### src/hdl/exub_pkg.sv
// ----------------------------------------------------------------------------
// exub_pkg
// Shared types, constants and helpers of the execute unit.
// ----------------------------------------------------------------------------
package exub_pkg;

    localparam int DATA_WIDTH = 32;
    localparam int WIDE_WIDTH = (DATA_WIDTH > 32) ? DATA_WIDTH : 32;
    localparam int QUEUE_DEPTH = 2;
    localparam logic [31:0] PC_STEP = 32'd4;

    typedef enum logic [4:0] {
        OP_ADD   = 5'd0,  OP_SUB  = 5'd1,  OP_AND  = 5'd2,  OP_OR   = 5'd3,
        OP_XOR   = 5'd4,  OP_MOVC = 5'd5,  OP_ADDL = 5'd6,  OP_SUBL = 5'd7,
        OP_CMP   = 5'd8,  OP_CML  = 5'd9,  OP_MUL  = 5'd10, OP_DIV  = 5'd11,
        OP_BZ    = 5'd12, OP_BNZ  = 5'd13, OP_BP   = 5'd14, OP_BN   = 5'd15,
        OP_BNP   = 5'd16, OP_JUMP = 5'd17, OP_JALP = 5'd18, OP_RET  = 5'd19,
        OP_LOAD  = 5'd20, OP_STW  = 5'd21, OP_LDR  = 5'd22, OP_STR  = 5'd23,
        OP_NOP   = 5'd24, OP_HALT = 5'd25
    } t_op;

    typedef struct packed {
        logic fw;
        logic ctl;
        logic is_div;
    } t_cls;

    typedef struct packed {
        t_op         op;
        t_cls        cls;
        logic [31:0] a;
        logic [31:0] b;
        logic [31:0] c;
        logic [31:0] imm;
        logic [31:0] pc;
        logic [31:0] pred;
        logic        z;
        logic        p;
        logic        n;
    } t_qent;

    // sign-extend a 32-bit field to the data width
    function automatic logic [DATA_WIDTH-1:0] f_opnd(input logic [31:0] v);
        logic signed [WIDE_WIDTH-1:0] t;
        t = WIDE_WIDTH'(signed'(v));
        return t[DATA_WIDTH-1:0];
    endfunction

    // zero-extend a 32-bit pc value to the data width
    function automatic logic [DATA_WIDTH-1:0] f_pcval(input logic [31:0] v);
        logic [WIDE_WIDTH-1:0] t;
        t = WIDE_WIDTH'(v);
        return t[DATA_WIDTH-1:0];
    endfunction

    // sign-extend a data-width value into a 32-bit port
    function automatic logic [31:0] f_out(input logic [DATA_WIDTH-1:0] v);
        logic signed [WIDE_WIDTH-1:0] t;
        t = WIDE_WIDTH'(signed'(v));
        return t[31:0];
    endfunction

endpackage

### src/hdl/exub_front.sv
// ----------------------------------------------------------------------------
// exub_front
// Accepts items, classifies the opcode and buffers them in a short queue.
// ----------------------------------------------------------------------------
module exub_front import exub_pkg::*; (
    input  logic        i_clk,
    input  logic        i_rst_n,
    input  logic        push,
    output logic        full,
    input  logic [4:0]  i_operation,
    input  logic [31:0] i_src_a,
    input  logic [31:0] i_src_b,
    input  logic [31:0] i_src_c,
    input  logic [31:0] i_immediate,
    input  logic [31:0] i_inst_pc,
    input  logic [31:0] i_predicted_pc,
    input  logic        i_in_zero,
    input  logic        i_in_positive,
    input  logic        i_in_negative,
    input  logic        i_take,
    output logic        o_avail,
    output t_qent       o_head
);

    t_qent       r_mem [QUEUE_DEPTH];
    logic [$clog2(QUEUE_DEPTH)-1:0] r_wp, r_rp;
    logic [$clog2(QUEUE_DEPTH):0]   r_cnt;
    t_cls        n_cls;
    t_qent       n_ent;
    logic        wr, rd;

    always_comb begin
        n_cls = '0;
        unique case (t_op'(i_operation))
            OP_ADD, OP_SUB, OP_AND, OP_OR, OP_XOR, OP_ADDL, OP_SUBL,
            OP_CMP, OP_CML, OP_MUL: n_cls.fw = 1'b1;
            OP_DIV: begin
                n_cls.fw = 1'b1;
                n_cls.is_div = 1'b1;
            end
            OP_BZ, OP_BNZ, OP_BP, OP_BN, OP_BNP, OP_JUMP, OP_JALP, OP_RET:
                n_cls.ctl = 1'b1;
            default: n_cls = '0;
        endcase
    end

    always_comb begin
        n_ent.op   = t_op'(i_operation);
        n_ent.cls  = n_cls;
        n_ent.a    = i_src_a;
        n_ent.b    = i_src_b;
        n_ent.c    = i_src_c;
        n_ent.imm  = i_immediate;
        n_ent.pc   = i_inst_pc;
        n_ent.pred = i_predicted_pc;
        n_ent.z    = i_in_zero;
        n_ent.p    = i_in_positive;
        n_ent.n    = i_in_negative;
    end

    assign full    = (r_cnt == ($clog2(QUEUE_DEPTH)+1)'(QUEUE_DEPTH));
    assign o_avail = (r_cnt != '0);
    assign o_head  = r_mem[r_rp];
    assign wr      = push && !full;
    assign rd      = i_take && o_avail;

    always_ff @(posedge i_clk) begin
        if (wr) begin
            r_mem[r_wp] <= n_ent;
        end
    end

    always_ff @(posedge i_clk) begin
        if (!i_rst_n) begin
            r_wp  <= '0;
            r_rp  <= '0;
            r_cnt <= '0;
        end else begin
            if (wr) begin
                r_wp <= r_wp + 1'b1;
            end
            if (rd) begin
                r_rp <= r_rp + 1'b1;
            end
            r_cnt <= r_cnt + ($clog2(QUEUE_DEPTH)+1)'(wr)
                           - ($clog2(QUEUE_DEPTH)+1)'(rd);
        end
    end

endmodule

### config.mk
export PLATFORM = sky130hd
export DESIGN_NAME = exub_front
export DESIGN_NICKNAME = d
export VERILOG_FILES = /design/src/hdl/exub_pkg.sv /design/src/hdl/exub_front.sv
export SDC_FILE = /design/constraint.sdc
export NUM_CORES = 1
export LEC_CHECK = 0
export BUFFER_PORTS_ARGS = -buffer_cell sky130_fd_sc_hd__buf_2
export CORE_MARGIN = 2
export CORE_UTILIZATION = 44
export CTS_CLUSTER_DIAMETER = 200
export DETAILED_ROUTE_END_ITERATION = 8
export GPL_TIMING_DRIVEN = 1
export PLACE_DENSITY = 0.67
export RECOVER_POWER = 50
export REMOVE_ABC_BUFFERS = 1
export SLEW_MARGIN = 0
export SYNTH_ARGS = -nofsm -noshare
export SYNTH_HDL_FRONTEND = slang
export SYNTH_SLANG_ARGS = --single-unit
### constraint.sdc
create_clock -name i_clk -period 18 [get_ports i_clk]
set_clock_uncertainty 0.05 [all_clocks]
set_input_delay 1.8 -clock i_clk [delete_from_list [all_inputs] [get_ports i_clk]]
set_output_delay 1.8 -clock i_clk [all_outputs]
set_load 0.02 [all_outputs]
# Word level (Yosys, flattened, before mapping)

Memory sizes are Yosys's and may differ from the RTL's. A register that Yosys moved wholly into a read port is not among the register bits.
Index checks and enable logic that the tools add are counted.

RAM bits: 406
Output and inout port bits: 205
Bits of input ports: 204
Memories kept: 1
Register bits after elaboration: 4
Logic and storage cells: 41

Memories:

| name  | words | width | rd ports | clocked after memory_dff | write ports | line             | text |
|---|---|---|---|---|---|---|---|
| r_mem | 2     | 203   | 1        | 1                        | 1           | exub_front.sv:25 | `t_qent r_mem [QUEUE_DEPTH];` |

Reductions and logical operators: 7
Mux-type cells: 7
Equality and inequality tests: 19
Add/sub/neg operators: 4

Operators with widths:

| kind                  | number |
|---|---|
| $eq A5 B4 Y1 const B  | 8 |
| $eq A5 B5 Y1 const B  | 4 |
| $eq A5 B3 Y1 const B  | 3 |
| $reduce_or A11 Y1     | 1 |
| $eq A5 B2 Y1 const B  | 2 |
| $reduce_or A8 Y1      | 1 |
| $mux W1               | 7 |
| $eq A5 B1 Y1 const B  | 1 |
| $logic_not A5 Y1      | 1 |
| $add A1 B1 Y1 const B | 2 |
| $add A2 B1 Y2         | 1 |
| $eq A2 B2 Y1 const B  | 1 |
| $logic_and A1 B1 Y1   | 2 |
| $reduce_bool A2 Y1    | 1 |
| $sub A2 B1 Y2         | 1 |
| $logic_not A1 Y1      | 1 |

# Logic depth before layout (Yosys ltp)

Gate-level depths: netlist (run 1).

Depth after elaboration: 5
Mapped depth: 8
Gate-level depth less buffers: 8

# Worst setup path after synthesis (run 1)

OpenSTA, ideal clock, no wires.

Kind: input port to flip-flop
From: input port push
To: memory r_mem[0][0] in the netlist's numbering (enable)
Slack: 6,871 ps
Setup time: 769 ps
Stages on the path: 2
Arrival: 10,310 ps
Path buffers: 0
Data required time: 17,181 ps
Cells stage by stage: nand2_1 -> nor2_1

Longest elaborated chain between the ends: 3

RTL lines:

| element                       | line             | text |
|---|---|---|
| start: declaration            | exub_front.sv:8  | `input logic push,` |
| $logic_and A1 B1 Y1           | exub_front.sv:64 | `assign wr = push && !full;` |
| $mux W1                       | exub_front.sv:68 | `if (wr) begin` |
| $mux W1 (implied by the code) | exub_front.sv:69 | `r_mem[r_wp] <= n_ent;` |
| end: declaration              | exub_front.sv:25 |  |

Every way passes these cells.

# Final worst setup path (run 1)

From: input port push
To: memory r_mem[0][24] in the netlist's numbering (enable)

Same word-level chain as after synthesis.

==> results.sh, run 1 <==
export IMPL_grt_max_degree=76
export IMPL_worstSetupPathType="input pin to flip-flop"
export IMPL_numPortBuffers=408
export IMPL_ys_ff_latch=411
export IMPL_grt_overflow=0
export IMPL_reg2reg_depth=6
export IMPL_dp_cells=1522
export IMPL_yosys_warnings=0
export IMPL_cts_clk_slew_worst_paths_ns=0.06
export IMPL_cts_path_max_buffers=3
export IMPL_synth_cells=668
export IMPL_vias=7553
export IMPL_track_usage_pct=15.2
export IMPL_synth_distinct_cells=24
export IMPL_die_x_um=193
export IMPL_crit_top_cell="buf_4"
export IMPL_antenna_found_initial=6
export IMPL_drt_wl_total_um=29500
export IMPL_top_level_ports=409
export IMPL_rsz0062_at_grt="false"
export IMPL_powerDensity_nw_per_um2=159
export IMPL_synth_top_area_share_pct=77.9
export IMPL_drtPass1Iterations=4
export IMPL_root_buffer="clkbuf_16"
export IMPL_cts_tree="built"
export IMPL_crit_start="push"
export IMPL_max_slew_margin_pct=-132
export IMPL_status="finished, violations left"
export IMPL_tns_ns=0
export IMPL_syn_avg_cell_area_um2=23.4
export IMPL_ys_top_cells_by_area="edfxtp_1 (78%), mux2_4 (16%), mux2_2 (2.4%)"
export IMPL_cts_sinks=411
export IMPL_worst_slew_pin_slew_ns=3.48
export IMPL_worstSetupStartpointType="input pin"
export IMPL_netlist_area_um2=15600
export IMPL_period_minus_slack_ns=6.53
export IMPL_hpwlAfterDp_um=19600
export IMPL_cts_buffers=43
export IMPL_area_delta_synth_final_pct=24.2
export IMPL_stdcell_count=1605
export IMPL_postRouteAntennaNets=0
export IMPL_cp_end_kind="flip-flop"
export IMPL_place_gp_congestion=0.751
export IMPL_grt_pass1_wl_um=42200
export IMPL_setup_viol=0
export IMPL_worstPathCellList="buf_2 > nand2_1 > nor2_4 > clkbuf_1 > buf_4 > buf_4"
export IMPL_post_cts_setup_buffer_count=0
export IMPL_grt_pass1_vias=7697
export IMPL_violations="max-capacitance violations, max-slew violations"
export IMPL_cp_arrival_ns=6.64
export IMPL_synth_seq_area_share_pct=78.6
export IMPL_ctsHtreeMaxLevel=2
export IMPL_fin_crit_sh_pct=36.3
export IMPL_synth_top_cell_by_area="edfxtp_1"
export IMPL_reg2reg_slack_ns=12.23
export IMPL_crit_end="r_mem[0][24]"
export IMPL_initial_core_util_pct=44.3
export IMPL_hold_viol_final=0
export IMPL_slowest_delay_ns=2.45
export IMPL_r2r_end="r_mem[0][24]"
export IMPL_die_h_um=193
export IMPL_fmax_mhz=153
export IMPL_cp_max_fo=74
export IMPL_ctsResizeCount=0
export IMPL_p_leak_nw=7.39
export IMPL_routedWlPerCell_um=18.4
export IMPL_initialDrtViolationCount=306
export IMPL_viasPerCell=4.71
export IMPL_min_path_type="flip-flop to flip-flop"
export IMPL_slew_viol_final=123
export IMPL_critPathRequiredTime_ns=18.11
export IMPL_vdd_drop_max_mv=0.0936
export IMPL_drc=0
export IMPL_cts_hold_buffers_added=0
export IMPL_insertion_delay_ns=0.55
export IMPL_r2r_start="r_cnt[0]"
export IMPL_die_area_um2=37100
export IMPL_final_nets=1312
export IMPL_core_area_um2=35300
export IMPL_timing_max_cap_violations=2
export IMPL_std_cell_rows=69
export IMPL_layout_drive_gt1_share_pct=52.1
export IMPL_cp_slowest_cell="clkbuf_1"
synthesized netlist by cell type:
cell type	instances
nand2_1	4
and2_1	2
o21a_1	1
mux2i_1	1
dfxtp_1	5
nor3_1	1
buf_2	3
inv_1	4
or2_2	1
mux2_2	33
mux2_4	170
nand4b_1	1
and3_1	1
xnor2_1	1
buf_8	1
xor2_1	1
nor2_1	6
edfxtp_1	406
a21oi_1	1
nand2b_1	2
o21ai_0	1
buf_6	19
a21o_1	1
ha_1	2
logic make-up (layout without fill, tap and decap cells):
kind of cell	after synthesis	count (layout)	synth area share (%)
compound gates	4	4	0.160
xor+xnor	2	2	0.112
fa+ha+maj	2	2	0.160
buf+inv	27	498	1.66
flops	411	411	78.6
mux	204	204	18.8
other cells	0	5	0
simple gates	18	18	0.568
critical path, delay by kind of cell:
family                 cells  cell delay, ns
and+or+nand+nor            2            0.24
buffers and inverters      4            4.51
through the flow:
stage | area, um^2 | utilization (%) | power (mW) | setup slack [ns] | hold WS, ns
after floorplan | 15400 | - | 2.13 | 6.87 | 0.405
after global placement | 18100 | 51.2 | 2.23 | 12.81 | 0.448
after detailed placement | 18100 | 51.2 | 2.24 | 12.78 | 0.456
after CTS | 19500 | 55.3 | 3.14 | 12.21 | 0.473
after global routing | 19400 | 55.0 | 3.23 | 10.97 | 0.503
final | 19400 | 55.0 | 3.10 | 11.47 | 0.471
worst min-delay path by stage:
| stage | slack, ns | to | cells after the start | startpoint |
|---|---|---|---|---|
| 3_5_place_dp | 0.46 | r_rp | 2 | r_rp |
| 2_1_floorplan | 0.40 | r_wp | 2 | r_wp |
| 4_1_cts | 0.47 | r_rp | 2 | r_rp |
| 5_1_grt | 0.50 | r_wp | 2 | r_wp |
| 3_3_place_gp | 0.45 | r_rp | 2 | r_rp |
| 6_report | 0.47 | r_rp | 2 | r_rp |
layout by cell type (no fill, tap or decap), types with 5 or more instances in the layout:
cell       count
mux2_4       170
mux2_2        33
nor2_1         5
bufinv_16      7
clkinv_2       6
buf_2        321
buf_4          7
edfxtp_1     406
clkbuf_16     45
clkbuf_1     100
diode_2        5
cell type report:
cell class	instances	area, um^2
well taps	461	577
clock inverters	18	263
repair buffers	416	1990
inverters	4	15.0
multi-input cells	230	3100
diodes	5	12.5
clock buffers	60	1180
fillers	2782	15900
flip-flops and latches	411	12300
where the power goes:
group | internal [mW] | switching [mW] | total [mW]
logic | 0.393 | 0.518 | 0.912
clock network | 0.558 | 0.336 | 0.894
registers | 1.24 | 0.0504 | 1.29
total | 2.19 | 0.905 | 3.10
registers in the layout (all words and copies together) (netlist names), named ones only:
name and count:
r_mem 406, r_rp 1, r_wp 1, r_cnt 2
metal layers:
metal	global-route usage [%]	vias up	wire [um]
met2	25.3	278	14700
met3	6.89	67	2960
met1	17.1	3659	10800
met5	0	-	24
met4	5.84	4	1020
li1	-	3545	-
Power figures use the tool's default switching activity.
==> run 2: changes to the inputs <==
--- a/config.mk
+++ b/config.mk
@@ -11,7 +11,7 @@
 export CTS_CLUSTER_DIAMETER = 200
 export DETAILED_ROUTE_END_ITERATION = 8
 export GPL_TIMING_DRIVEN = 1
-export PLACE_DENSITY = 0.67
+export PLACE_DENSITY = 0.7
 export RECOVER_POWER = 50
 export REMOVE_ABC_BUFFERS = 1
 export SLEW_MARGIN = 0
==> constraint.sdc (replaced) <==
create_clock -name i_clk -period 5.3 [get_ports i_clk]
set_clock_uncertainty 0.05 [all_clocks]
set_input_delay 0.53 -clock i_clk [delete_from_list [all_inputs] [get_ports i_clk]]
set_output_delay 0.53 -clock i_clk [all_outputs]
set_load 0.02 [all_outputs]
==> results.sh, run 2 (synthesized netlist as in run 1, its figures left out) <==
export IMPL_status="finished, final reports clean"
export IMPL_final_area_um2=19500
export IMPL_slew_viol_final=0
export IMPL_fin_ws_ns=2.12
export IMPL_root_buffer="clkbuf_16"
export IMPL_grt_overflow=0
export IMPL_seq_power_share_pct=41.9
export IMPL_cts_hold_buffers_added=0
export IMPL_drtPass1Iterations=4
export IMPL_numPortBuffers=408
export IMPL_post_cts_setup_buffer_count=0
export IMPL_area_delta_synth_final_pct=24.6
export IMPL_fmax_mhz=315
export IMPL_max_slew_margin_pct=26.4
export IMPL_drt_wl_total_um=29900
export IMPL_place_ws_ns=2.47
export IMPL_pwr_share_clk_pct=28.6
export IMPL_p_int_mw=7.38
export IMPL_initialDrtViolationCount=347
export IMPL_p_leak_nw=7.40
export IMPL_routedWlPerCell_um=18.6
export IMPL_place_area_um2=18200
export IMPL_postRouteAntennaNets=0
export IMPL_hpwlAfterDp_um=20000
export IMPL_ctsHtreeMaxLevel=2
export IMPL_cts_clk_slew_worst_paths_ns=0.06
export IMPL_vias=7628
export IMPL_layout_drive_gt1_share_pct=52.1
export IMPL_final_nets=1313
export IMPL_grt_max_degree=70
export IMPL_core_area_um2=35300
export IMPL_die_h_um=193
export IMPL_place_gp_congestion=0.747
export IMPL_min_path_type="input pin to flip-flop"
export IMPL_worst_slew_pin_slew_ns=1.10
export IMPL_insertion_delay_ns=0.53
export IMPL_ctsResizeCount=0
export IMPL_switchingPower_mw=3.10
export IMPL_worstSetupStartpointType="flip-flop"
export IMPL_tns_ns=0
export IMPL_antenna_found_initial=5
export IMPL_period_minus_slack_ns=3.18
export IMPL_stdcell_count=1603
export IMPL_fin_util_pct=55.2
export IMPL_std_cell_rows=69
export IMPL_largest_reg_flops=406
export IMPL_grt_pass1_vias=7812
export IMPL_initial_core_util_pct=44.3
export IMPL_worstSetupPathType="flip-flop to output port"
export IMPL_cp_arrival_ns=2.60
export IMPL_rsz0062_at_grt="false"
export IMPL_cts_tree="built"
export IMPL_top_level_ports=409
export IMPL_cts_path_max_buffers=3
export IMPL_track_usage_pct=15.4
export IMPL_drc=0
export IMPL_timing_max_cap_violations=0
export IMPL_powerDensity_nw_per_um2=538
export IMPL_cp_end_kind="output port"
export IMPL_cp_max_fo=48
export IMPL_final_common_cell="edfxtp_1"
export IMPL_setup_viol=0
export IMPL_swShare_pct=29.5
export IMPL_p_comb_share_pct=29.5
export IMPL_hold_viol_final=0
export IMPL_reg_largest_list="r_mem: 406 flops, r_cnt: 2 flops"
export IMPL_final_fill_count=2787
export IMPL_vdd_drop_max_mv=0.331
export IMPL_die_area_um2=37100
export IMPL_fin_crit_sh_pct=60.0
export IMPL_viasPerCell=4.76
export IMPL_grt_pass1_wl_um=42900
export IMPL_dp_cells=1524
export IMPL_critPathRequiredTime_ns=4.72
export IMPL_die_x_um=193
export IMPL_cts_sinks=411
export IMPL_regMostFlops="r_mem"
export IMPL_final_cell_mix="edfxtp_1 (406), buf_2 (316), mux2_4 (170)"
export IMPL_cts_buffers=42
## run 2: changes by cell type in the layout (fill, tap and decap cells not counted), moves of 2 or more
cell / change
buf_1: -2
buf_12: +5
buf_2: -5
buf_4: -2
clkinv_1: +2
clkinv_4: +2
diode_2: -2
## run 2: worst max-delay path, stage by stage, from the launching register on
cell     delay, ns
dfxtp_4       0.94
buf_4         0.55
mux2_2        0.39
buf_2         0.16
## run 2: per-stage QoR
stage / hold slack, ns / total power, mW
finish: 0.129 / 10.5
floorplan: 0.405 / 7.23
global placement: 0.446 / 7.57
detailed placement: 0.446 / 7.61
CTS: 0.0989 / 10.6
global route: 0.0994 / 10.9
## run 2: power groups by stage
| stage | Combinational, mW | Clock (mW) | Sequential (mW) |
|---|---|---|---|
| 6_report | 3.10 | 2.99 | 4.39 |
| 5_1_grt | 3.29 | 3.21 | 4.44 |
| 4_1_cts | 3.16 | 3.07 | 4.40 |
| 3_5_place_dp | 3.15 | 0 | 4.46 |
| 3_3_place_gp | 3.14 | 0 | 4.44 |
| 2_1_floorplan | 2.49 | 0 | 4.74 |
## run 2: layer usage
layer | GRT usage, % | vias to the layer above | wire (um)
met5 | 0 | - | 30
met4 | 6.66 | 4 | 1180
met3 | 5.71 | 80 | 2680
met2 | 26.7 | 279 | 15100
met1 | 16.8 | 3730 | 10900
li1 | - | 3535 | -
## run 2: area by class of cell
type	count	area, um^2	share of cell area, %
Tap cell	461	577	2.96
Clock inverter	21	255	1.31
Inverter	4	15.0	0.0771
Multi-Input combinational cell	230	3100	15.9
Sequential cell	411	12300	63.1
Timing Repair Buffer	418	2060	10.6
Clock buffer	55	1160	5.97
Antenna cell	3	7.51	0.0385
## run 2: path summary, 6_finish.rpt
| path | slack, ns | to | startpoint | cells past startpoint |
|---|---|---|---|---|
| worst max-delay path | 2.12 | o_head[5] | flip-flop | 3 |
| worst min-delay path | 0.13 | r_mem[1][50] | i_inst_pc[15] | 1 |
| worst max register to register | 2.62 | r_mem[0][3] | r_cnt[0] | 4 |
| worst min register to register | 0.47 | flip-flop | r_rp | 2 |
